`config.mk`:
```
export PLATFORM = sky130hd
export DESIGN_NAME = mnt_cell
export DESIGN_NICKNAME = d
export VERILOG_FILES = /design/src/rtl/mnt_pkg.sv /design/src/rtl/mnt_cell.sv
export SDC_FILE = /design/constraint.sdc
export NUM_CORES = 1
export LEC_CHECK = 0
export BUFFER_PORTS_ARGS = -buffer_cell sky130_fd_sc_hd__buf_2
export CAP_MARGIN = 5
export CORE_ASPECT_RATIO = 1.2
export CORE_MARGIN = 2
export CORE_UTILIZATION = 59
export CTS_CLUSTER_SIZE = 16
export DETAILED_ROUTE_END_ITERATION = 12
export GPL_TIMING_DRIVEN = 0
export MAX_ROUTING_LAYER = met4
export PLACE_DENSITY_LB_ADDON = 0.3
export SLEW_MARGIN = 15
export SYNTH_ARGS = -nofsm -noshare
export SYNTH_HDL_FRONTEND = slang
export SYNTH_SLANG_ARGS = --single-unit
```
`constraint.sdc`:
```
create_clock -name i_clk -period 7.2 [get_ports i_clk]
set_input_delay 1.44 -clock i_clk [delete_from_list [all_inputs] [get_ports i_clk]]
set_output_delay 1.44 -clock i_clk [all_outputs]
set_load 0.01 [all_outputs]
```
`src/rtl/mnt_pkg.sv`:
```
// package for the mac node table: sizes, operation codes and the
// structs passed between the top level and the entry cells
// no dependencies
`timescale 1ns / 1ps
`default_nettype none

package mnt_pkg;

    localparam int ENTRIES = 16;
    localparam int SLOT_W  = (ENTRIES > 1) ? $clog2(ENTRIES) : 1;
    localparam int MAC_W   = 48;
    localparam int TIME_W  = 32;
    localparam int SUM_W   = TIME_W + 1;

    localparam logic [1:0] OP_LEARN  = 2'd0;
    localparam logic [1:0] OP_QUERY  = 2'd1;
    localparam logic [1:0] OP_EXPIRE = 2'd2;

    localparam logic [1:0] PORT_A = 2'd0;
    localparam logic [1:0] PORT_B = 2'd1;

    localparam logic [1:0] TYPE_HSR = 2'd0;

    localparam logic [TIME_W-1:0] TIMEOUT_RESET = 32'd1000;

    typedef enum logic {
        ST_IDLE,
        ST_RES
    } t_state;

    // control broadcast to every cell
    typedef struct packed {
        logic              capture;
        logic [MAC_W-1:0]  cap_mac;
        logic [TIME_W-1:0] cap_now;
        logic              commit;
        logic              any_hit;
        logic [1:0]        op;
        logic [MAC_W-1:0]  mac;
        logic [1:0]        port;
        logic [1:0]        ntype;
        logic [TIME_W-1:0] now;
    } t_cell_ctl;

    // priority chain from cell to cell, lowest slot first
    typedef struct packed {
        logic              hit_seen;
        logic              free_seen;
        logic [SLOT_W-1:0] hit_idx;
        logic [SLOT_W-1:0] free_idx;
        logic [1:0]        hit_type;
        logic              hit_aged;
    } t_chain;

endpackage

`default_nettype wire

```
`src/rtl/mnt_cell.sv`:
```
// one table entry: stored mac, type and last-seen times, local compare
// and aging check, and one link of the lowest-slot priority chain
// depends on mnt_pkg
`timescale 1ns / 1ps
`default_nettype none

module mnt_cell (
    input  wire                        i_clk,
    input  wire                        i_rst_n,
    input  mnt_pkg::t_cell_ctl         i_ctl,
    input  wire [mnt_pkg::TIME_W-1:0]  i_timeout,
    input  wire [mnt_pkg::SLOT_W-1:0]  i_slot,
    input  mnt_pkg::t_chain            i_chain,
    output mnt_pkg::t_chain            o_chain
);
    import mnt_pkg::*;

    logic              r_valid;
    logic [MAC_W-1:0]  r_mac;
    logic [1:0]        r_type;
    logic [TIME_W-1:0] r_seen_a;
    logic [TIME_W-1:0] r_seen_b;
    logic              r_hit;
    logic              r_aged;

    logic              take_hit;
    logic              take_free;
    logic              wr_learn;
    logic              wr_claim;
    logic              wr_clear;
    logic [SUM_W-1:0]  sum_a;
    logic [SUM_W-1:0]  sum_b;

    // aging sums at full width, never wrap
    assign sum_a = {1'b0, r_seen_a} + {1'b0, i_timeout};
    assign sum_b = {1'b0, r_seen_b} + {1'b0, i_timeout};

    // chain link: first hit and first free slot win
    assign take_hit  = r_hit & ~i_chain.hit_seen;
    assign take_free = ~r_valid & ~i_chain.free_seen;

    always_comb begin
        o_chain.hit_seen  = i_chain.hit_seen | r_hit;
        o_chain.free_seen = i_chain.free_seen | ~r_valid;
        o_chain.hit_idx   = i_chain.hit_idx | (take_hit ? i_slot : '0);
        o_chain.free_idx  = i_chain.free_idx | (take_free ? i_slot : '0);
        o_chain.hit_type  = i_chain.hit_type | (take_hit ? r_type : 2'b00);
        o_chain.hit_aged  = i_chain.hit_aged | (take_hit & r_aged);
    end

    // write decisions on commit
    assign wr_claim = i_ctl.commit && (i_ctl.op == OP_LEARN) && !i_ctl.any_hit && take_free;
    assign wr_learn = i_ctl.commit && (i_ctl.op == OP_LEARN) && (take_hit || wr_claim);
    assign wr_clear = i_ctl.commit && (i_ctl.op == OP_EXPIRE) && take_hit && r_aged;

    // valid bit
    always_ff @(posedge i_clk) begin
        if (!i_rst_n) begin
            r_valid <= 1'b0;
        end else if (wr_claim) begin
            r_valid <= 1'b1;
        end else if (wr_clear) begin
            r_valid <= 1'b0;
        end
    end

    // entry payload
    always_ff @(posedge i_clk) begin
        if (wr_learn) begin
            r_mac  <= i_ctl.mac;
            r_type <= i_ctl.ntype;
            if (i_ctl.port == PORT_A) begin
                r_seen_a <= i_ctl.now;
            end else if (wr_claim) begin
                r_seen_a <= '0;
            end
            if (i_ctl.port == PORT_B) begin
                r_seen_b <= i_ctl.now;
            end else if (wr_claim) begin
                r_seen_b <= '0;
            end
        end
    end

    // compare and aging flags, sampled when a word is taken
    always_ff @(posedge i_clk) begin
        if (!i_rst_n) begin
            r_hit  <= 1'b0;
            r_aged <= 1'b0;
        end else if (i_ctl.capture) begin
            r_hit  <= r_valid && (r_mac == i_ctl.cap_mac);
            r_aged <= (sum_a <= {1'b0, i_ctl.cap_now}) && (sum_b <= {1'b0, i_ctl.cap_now});
        end
    end

endmodule

`default_nettype wire

```
==> results.yml, run 1 <==
status:
  status: "completed"
synthesis:
  synth_nets: 1293
  synth_top_area_cell: "edfxtp_1"
  ys_warn_count: 0
  synth_top_area_share_pct: 36.7
  synth-seq-cells: 117
  synthTopCellsByArea: "edfxtp_1, ha_1, xnor2_1"
  synthCells: 943
  syn_area_um2: 9330
  synth_edf_count: 114
  syn_avg_cell_area_um2: 9.89
  synth_seq_area_share_pct: 37.3
  synth_async_sr_flop_share_pct: 0
  synth_ff_type: "edfxtp_1"
  ys_types: 66
finish:
  regArea_um2: 3480
  layout_common_cells: "buf_2, ha_1, edfxtp_1"
  final_cell_count_no_fill: 1419
  drive_gt1_share_pct: 23.1
  final_common_cell: "buf_2"
  areaGrowthSynthToFinish_pct: 23.0
  nFillCells: 1183
  multiInputGateArea_um2: 5570
  final_core_util_pct: 73.9
  nets: 1547
power_and_ir_drop:
  leakagePower_nw: 4.92
  total_power_mw: 2.15
  irDropWorstVdd_uv: 164
  powerDensity_nw_per_um2: 188
routing:
  drcViolationCount: 0
  viasPerCell: 5.72
  drtPass1Iterations: 5
  via_count: 8119
  wl_per_cell_um: 17.5
  ant_nets: 0
  routed_wl_mm: 24.8
  drt_iter0_markers: 464
floorplan:
  die_h_um: 142
  dieArea_um2: 16800
  die_width_um: 119
  io_pins: 233
  fp-row-count: 50
  start_util_pct: 60.1
  coreArea_um2: 15500
hold_path:
  worstHoldPathType: "flip-flop to flip-flop"
sta:
  fin_skew_ns: 0.00929
  finalCritPeriodShare_pct: 76.8
  setup_viol: 0
  slew-limit-headroom_pct: 49.6
  finalHoldViolations: 0
  tightest_slew_ns: 0.748
  clock.fmax_mhz: 181
  rsz0062_at_grt: "false"
  drv_slew: 0
  post-route-min-period_ns: 5.53
  fin_tns_setup_ns: 0
placed_design:
  gp_congestion: 0.919
  io_buffers: 232
  dp.final_hpwl_mm: 20.0
  dp_cells: 1386
setup_path:
  crit_chain: "buf_2, ha_1, a211oi_1, o21bai_1, a2111oi_0, o21ai_1, o2bb2ai_1, o21a_1, nor2_1, xnor2_1, ha_1, nand4_1, nor4bb_1, nand2_1, o221a_2, o21ai_0, a311oi_1, o2111ai_1, o21ai_1"
  worstPathRequired_ns: 7.50
  cp.arrival_ns: 5.83
  end_kind: "flip-flop"
  cpPeakStageDelay_ns: 0.53
  worstSetupPathType: "primary input to flip-flop"
  path_buf_inv: 1
  cp_top_family: "compound AO/OA/AOI/OAI gates"
  crit_path_max_fanout: 5
  slowest_stage: "a2111oi_0"
  start_kind: "primary input"
clock_tree:
  cts_tree: "yes"
  root_buffer: "clkbuf_16"
  clockBufferDepth: 2
  hold_buffers: 0
  cts_setup_buffers: 0
  post_cts_resized: 0
  h-tree-depth: 4
  clkTransAtPathRegs_ns: 0.05
  cts.sinks: 117
  insertion_delay_ns: 0.42
  numCtsBuffers: 17
grt:
  antenna_found_initial: 1
  grt_max_degree: 40
  overflow: 0
  grt_pass1_vias: 8316
  grt_util_all_layers_pct: 30.5
  grt_pass1_wl_mm: 38.9
flow_run:
  maxCapViolations: 0
==> power by group <==
group	internal [mW]	switching [mW]
Clock	0.581	0.332
Sequential	0.756	0.00376
Combinational	0.220	0.260
==> metrics by stage <==
step	worst slack [ns]	cell area (um^2)	hold WS [ns]
detailed placement	1.34	10800	0.482
finish	1.67	11500	0.502
CTS	1.72	11500	0.501
floorplan	2.40	9330	0.453
global placement	1.43	10700	0.494
global route	1.37	11500	0.513
==> synth_stat cells, types with 12 or more instances <==
cell,number
xnor2_1,62
nand4_1,29
nor2b_1,15
nor2_1,49
ha_1,128
nand3_1,13
xor2_1,23
nand2b_1,16
o21ai_0,42
a211oi_1,12
and2_1,68
inv_1,64
nand2_1,47
clkbuf_1,12
a21o_1,43
a21oi_1,75
edfxtp_1,114
==> layout make-up <==
cell class,instances,share of cell area (%)
inverter,64,2.09
timing repair buffer,235,10.8
clock buffer,17,3.71
clock inverter,15,1.76
buffer,13,0.436
antenna,1,0.0218
tap,208,2.27
multi-input combinational,749,48.6
sequential,117,30.4
==> final timing paths <==
check / startpoint / depth (start not counted) / slack [ns] / to
worst min-delay path: r_aged$_SDFFE_PN0P_ / 2 / 0.50 / r_aged$_SDFFE_PN0P_
worst min register to register: r_aged$_SDFFE_PN0P_ / 2 / 0.50 / r_aged$_SDFFE_PN0P_
worst max-delay path: i_timeout[1] / 19 / 1.67 / r_aged$_SDFFE_PN0P_
worst max register to register: r_seen_a[1]$_SDFFCE_PP0P_ / 18 / 2.40 / r_aged$_SDFFE_PN0P_
==> tightest hold or removal path: stages, from the launching register on <==
cell      delay (ns)
dfxtp_1         0.31
nand3b_1        0.08
o21ai_1         0.06
==> kinds of logic after synthesis <==
group                    count (synthesis)  synth area share [%]
AND/OR/NAND/NOR                        283                  16.5
AO/OA/AOI/OAI                          249                  17.3
adder cells (fa/ha/maj)                130                  17.6
flip-flops                             117                  37.3
XOR/XNOR                                85                  7.98
buffers and inverters                   77                  3.11
multiplexers                             2                 0.215
==> routing by layer <==
metal	wire (um)	vias up	GRT usage [%]
met3	1610	73	6.39
met4	960	0	14.4
met2	12700	334	54.4
li1	-	4029	-
met5	0	-	-
met1	9550	3683	32.3
==> flip-flops by register name, summed over array words and instances, names as in the netlist <==
signal	count
r_seen_a	32
r_type	2
r_hit	1
r_mac	48
r_seen_b	32
r_valid	1
r_aged	1
Note: power is estimated with default switching activity, not from simulation.
==> run 2: changes to the inputs <==
- ABC_AREA: default -> 1
- CORE_UTILIZATION: 59 -> 50
- clock period: 7.2 -> 4.7 ns (I/O delays scaled with it)
==> run 2 against run 1 <==
Sequential power increased by 53%. Non-clock buffer count fell by 6. First-iteration DRC count increased by 17%. Synthesized area rose by 6.5%. Clock power up 45%. Die area increased by 25%. Utilization down 12 points. Synthesized cell count is 29% higher. Worst hold slack gained 0.028 ns. Design area up 5.8%. Global-route usage is 3.5 points lower. Sequential share of layout area shrank 1.7 points.
==> results.yml, run 2 <==
routing:
  viasPerCell: 5.20
  drt_iter0_markers: 545
  via_count: 9109
  routed_wl_mm: 27.7
  wl_per_cell_um: 15.8
  drcViolationCount: 0
  ant_nets: 0
  drtPass1Iterations: 5
power_and_ir_drop:
  leakagePower_nw: 5.89
  powerDensity_nw_per_um2: 270
  switchingPower_uw: 958
  internal_power_mw: 2.32
  clkPwrFrac_pct: 40.3
  pwr-share-seq_pct: 35.5
  total_power_mw: 3.27
  irDropWorstVdd_uv: 257
  comb_power_share_pct: 24.2
  switching_share_pct: 29.3
synthesis:
  synth_nets: 1570
  synth.most_common_cell: "nand2_1"
  ys_types: 49
  synth_edf_count: 114
  synthCells: 1220
  synth_seq_area_share_pct: 35.1
  synth_top_area_share_pct: 34.5
  synth_common_cells: "nand2_1, inv_1, nor2_1"
  synth_ff_type: "edfxtp_1"
  synth_async_sr_flop_share_pct: 0
  syn_area_um2: 9930
  synth_top_area_cell: "edfxtp_1"
  ys_warn_count: 0
  synthTopCellsByArea: "edfxtp_1, ha_1, nand2_1"
  synth-seq-cells: 117
  syn_avg_cell_area_um2: 8.14
sta:
  tightest_slew_ns: 0.486
  setup_viol: 0
  slew-limit-headroom_pct: 67.1
  clock.fmax_mhz: 236
  fin_skew_ns: 0.00774
  finalHoldViolations: 0
  holdWs_ns: 0.530
  drv_slew: 0
  finalCritPeriodShare_pct: 90.1
  post-route-min-period_ns: 4.23
  rsz0062_at_grt: "false"
setup_path:
  start_kind: "primary input"
  worstPathRequired_ns: 5.04
  end_kind: "flip-flop"
  cpMostUsedCell: "nand2_1"
  cpPeakStageDelay_ns: 0.41
  cp.arrival_ns: 4.58
  crit_path_max_fanout: 3
  crit_chain: "buf_2, ha_1, inv_1, fa_1, inv_1, nand2_1, a21oi_2, a21oi_2, o21ai_2, nand2_1, o211ai_1, nand2_1, nand2_1, xor2_1, ha_1, nand2_1, nor4_1, nand2_1, nor4_1, nand4_1, nand2_1, nand2_1, a21oi_2"
  slowest_stage: "fa_1"
  worstSetupPathType: "primary input to flip-flop"
finish:
  drive_gt1_share_pct: 21.2
  largest_reg_flops: 48
  nets: 1824
  reg.largest.list: "r_mac x48, r_seen_a x32, r_seen_b x32"
  stdcell_area_um2: 12100
  layout_common_cells: "buf_2, nand2_1, inv_1"
  areaGrowthSynthToFinish_pct: 22.2
  nFillCells: 1704
  final_common_cell: "buf_2"
  top_register: "r_mac"
clock_tree:
  numCtsBuffers: 17
  post_cts_resized: 0
  cts.sinks: 117
  cts_tree: "yes"
  h-tree-depth: 4
  insertion_delay_ns: 0.41
  clkTransAtPathRegs_ns: 0.06
  cts_setup_buffers: 0
  clockBufferDepth: 2
  root_buffer: "clkbuf_16"
  hold_buffers: 0
floorplan:
  coreArea_um2: 19500
  fp-row-count: 56
  die_h_um: 158
  io_pins: 233
  start_util_pct: 50.8
  dieArea_um2: 21000
  die_width_um: 133
grt:
  overflow: 0
  grt_pass1_wl_mm: 42.6
  antenna_found_initial: 4
  grt_max_degree: 38
  grt_pass1_vias: 9133
  grt_util_all_layers_pct: 27.0
placed_design:
  io_buffers: 232
  dp.final_hpwl_mm: 23.6
  postPlaceCellArea_um2: 11500
  gp_congestion: 0.949
flow_run:
  maxCapViolations: 0
status:
  status: "completed"
hold_path:
  worstHoldPathType: "flip-flop to flip-flop"
==> run 2: cell count changes after synthesis, moves of 18 or more <==
cell,delta
nand4_1,-19
a21o_1,-33
nor2_1,+101
nand3_1,+20
and2_1,-66
xnor2_1,-32
nand2_1,+176
xor2_1,+18
a21oi_1,+21
inv_1,+128
==> run 2: kinds of logic after synthesis <==
kind of cell | count (synthesis) | share of synthesized area (%)
adders and majority gates | 130 | 16.5
and+or+nand+nor | 469 | 19.9
DFF | 117 | 35.1
buffers and inverters | 200 | 7.56
AOI/OAI and AO/OA | 233 | 14.7
xor gates and xnor gates | 71 | 6.26
==> run 2: power groups by stage <==
stage | combinational (mW) | sequential (mW) | clock (mW)
floorplan | 0.513 | 1.18 | 0
global placement | 0.763 | 1.19 | 0
detailed placement | 0.782 | 1.18 | 0
CTS | 0.787 | 1.16 | 1.33
global route | 0.892 | 1.16 | 1.38
finish | 0.791 | 1.16 | 1.32
==> run 2: worst max-delay path: cells and delay by family <==
| family | cells | cell delay, ns |
|---|---|---|
| buf+inv | 3 | 0.28 |
| fa+ha+maj | 3 | 0.82 |
| compound gates | 5 | 0.85 |
| xor+xnor | 1 | 0.23 |
| simple gates | 11 | 1.47 |
==> run 2: cell type report <==
cell class	instances	area, um^2	area share, %
Inverter	193	724	5.97
Tap cell	261	327	2.69
Antenna cell	4	10.0	0.0825
Multi-Input combinational cell	903	5720	47.2
Timing Repair Buffer	235	1240	10.2
Sequential cell	117	3480	28.7
Clock inverter	14	176	1.45
Buffer	7	26.3	0.216
Clock buffer	18	429	3.54
==> run 2: metal layers <==
| metal | GRT usage [%] | vias up | share of wire, % |
|---|---|---|---|
| met5 | - | - | 0 |
| li1 | - | 4649 | - |
| met3 | 4.81 | 69 | 6.5 |
| met1 | 29.6 | 4045 | 40 |
| met2 | 48.4 | 346 | 50 |
| met4 | 12.0 | 0 | 3.6 |
==> run 2: final timing paths <==
check / start / to / slack, ns / depth (start not counted)
max: i_timeout[0] / r_aged$_SDFFE_PN0P_ / 0.47 / 23
min: r_valid$_SDFFE_PN0P_ / r_valid$_SDFFE_PN0P_ / 0.53 / 2
max reg2reg: r_seen_a[0]$_SDFFCE_PP0P_ / r_aged$_SDFFE_PN0P_ / 0.73 / 22
min reg2reg: r_valid$_SDFFE_PN0P_ / r_valid$_SDFFE_PN0P_ / 0.53 / 2
==> run 2: through the flow <==
step	setup slack [ns]	util [%]	TNS, ns	cells
6_report	0.467	62.1	0	1752
5_1_grt	0.167	62.1	0	1752
4_1_cts	0.495	62.0	0	1748
3_5_place_dp	0.0887	58.9	0	1716
3_3_place_gp	-0.761	58.4	-46.19	1713
2_1_floorplan	0.566	-	0	1220
==> run 3: changes to the inputs <==
- BUFFER_PORTS_ARGS: -buffer_cell sky130_fd_sc_hd__buf_2 -> default
- CAP_MARGIN: 5 -> 20
- CORE_UTILIZATION: 50 -> 59
- DONT_BUFFER_PORTS: default -> 1
==> run 3 against run 2 <==
Critical path depth is 1 lower. Sequential share of layout area up 3.2 points. Routed wire length decreased by 5.2%. Register-to-register slack improved by 0.02 ns. Die area is 15% lower. Utilization is 4.7 points higher.
==> results.yml, run 3 (synthesis results as in run 2) <==
finish:
  reg.largest.list: "r_mac x48, r_seen_a x32, r_seen_b x32"
  layout_common_cells: "nand2_1, inv_1, nor2_1"
  nets: 1592
  areaGrowthSynthToFinish_pct: 9.79
  final_core_util_pct: 66.8
  regArea_um2: 3480
  nFillCells: 1370
  final_common_cell: "nand2_1"
  stdcell_area_um2: 10900
  largest_reg_flops: 48
  n_antenna_cell: 0
  multiInputGateArea_um2: 5720
  top_register: "r_mac"
  final_cell_count_no_fill: 1467
  drive_gt1_share_pct: 6.61
sta:
  post-route-min-period_ns: 4.07
  holdWs_ns: 0.546
  drv_slew: 0
  tightest_slew_ns: 0.629
  finalCritPeriodShare_pct: 86.7
  slew-limit-headroom_pct: 57.0
  clock.fmax_mhz: 245
  finalHoldViolations: 0
  setup_viol: 0
  rsz0062_at_grt: "false"
  fin_skew_ns: 0.00867
setup_path:
  cpMostUsedCell: "nand2_1"
  crit_chain: "ha_1, inv_1, fa_1, inv_1, nand2_1, a21oi_2, a21oi_2, o21ai_2, nand2_1, o211ai_1, nand2_1, nand2_1, xor2_1, ha_1, nand2_1, nor4_1, nand2_1, nor4_1, nand4_1, nand2_1, nand2_1, a21oi_2"
  cp_top_family: "simple AND/OR/NAND/NOR gates"
  cp.arrival_ns: 4.42
  crit_path_max_fanout: 3
  slowest_stage: "fa_1"
  cpPeakStageDelay_ns: 0.40
  path_buf_inv: 2
  start_kind: "primary input"
  worstSetupPathType: "primary input to flip-flop"
  worstPathRequired_ns: 5.05
  end_kind: "flip-flop"
power_and_ir_drop:
  irDropWorstVdd_uv: 361
  leakagePower_nw: 4.98
  powerDensity_nw_per_um2: 289
  total_power_mw: 3.15
clock_tree:
  clockBufferDepth: 2
  cts_tree: "yes"
  insertion_delay_ns: 0.41
  numCtsBuffers: 17
  h-tree-depth: 4
  cts_setup_buffers: 0
  clkTransAtPathRegs_ns: 0.06
  cts.sinks: 117
  root_buffer: "clkbuf_16"
  hold_buffers: 0
  post_cts_resized: 0
routing:
  drcViolationCount: 0
  ant_nets: 0
  routed_wl_mm: 26.3
  viasPerCell: 5.69
  drtPass1Iterations: 5
  wl_per_cell_um: 17.9
  via_count: 8340
  drt_iter0_markers: 430
floorplan:
  dieArea_um2: 17900
  fp-row-count: 51
  die_h_um: 146
  start_util_pct: 60.8
  io_pins: 233
  die_width_um: 122
  coreArea_um2: 16300
grt:
  grt_max_degree: 40
  grt_util_all_layers_pct: 30.5
  grt_pass1_wl_mm: 40.4
  grt_pass1_vias: 8295
  overflow: 0
  antenna_found_initial: 0
placed_design:
  dp.final_hpwl_mm: 22.6
  io_buffers: 0
  gp_congestion: 0.961
  dp_cells: 1435
  postPlaceCellArea_um2: 10300
hold_path:
  worstHoldPathType: "flip-flop to flip-flop"
flow_run:
  maxCapViolations: 0
status:
  status: "completed"
==> run 3: cell types whose count changed in the layout (fill, tap and decap cells not counted), sizes merged <==
cell / previous run / this run
diode: 4 / 0
clkinv: 6 / 5
buf: 235 / 3
clkinvlp: 2 / 4
inv: 196 / 195
==> run 3: routing by layer <==
layer | vias to the layer above | track usage [%] | part of all wire [%]
met4 | 0 | 9.71 | 2.5
met1 | 3799 | 35.8 | 41
met5 | - | - | 0
li1 | 4182 | - | -
met2 | 315 | 52.6 | 50
met3 | 44 | 5.35 | 6.1
==> run 3: cell type report <==
class | count | share of cell area (%)
Tap cell | 212 | 2.43
Multi-Input combinational cell | 903 | 52.5
Sequential cell | 117 | 31.9
Timing Repair Buffer | 3 | 0.688
Clock buffer | 18 | 3.94
Clock inverter | 14 | 1.63
Inverter | 193 | 6.64
Buffer | 7 | 0.241
==> run 3: worst paths after layout <==
kind                                           startpoint              endpoint  slack (ns)  cells past startpoint
worst max-delay path                         i_timeout[0]   r_aged$_SDFFE_PN0P_        0.63                     22
worst min-delay path                 r_valid$_SDFFE_PN0P_  r_valid$_SDFFE_PN0P_        0.55                      2
worst max register to register  r_seen_b[0]$_SDFFCE_PP0P_   r_aged$_SDFFE_PN0P_        0.75                     22
worst min register to register       r_valid$_SDFFE_PN0P_  r_valid$_SDFFE_PN0P_        0.55                      2
==> run 3: stage by stage <==
step,setup TNS (ns),worst slack (ns)
floorplan,0,0.566
global placement,-33.42,-0.563
detailed placement,0,0.219
CTS,0,0.651
global route,0,0.382
finish,0,0.626
==> run 3: tightest hold or removal path, stage by stage (launching register included) <==
cell	delay [ns]
dfxtp_1	0.36
nand2_1	0.09
a21oi_1	0.05
==> run 3: power breakdown <==
part,leakage (nW),internal (mW),switching (mW)
Sequential,1.04,1.16,0.00624
Combinational,3.66,0.254,0.429
Clock,0.283,0.837,0.467
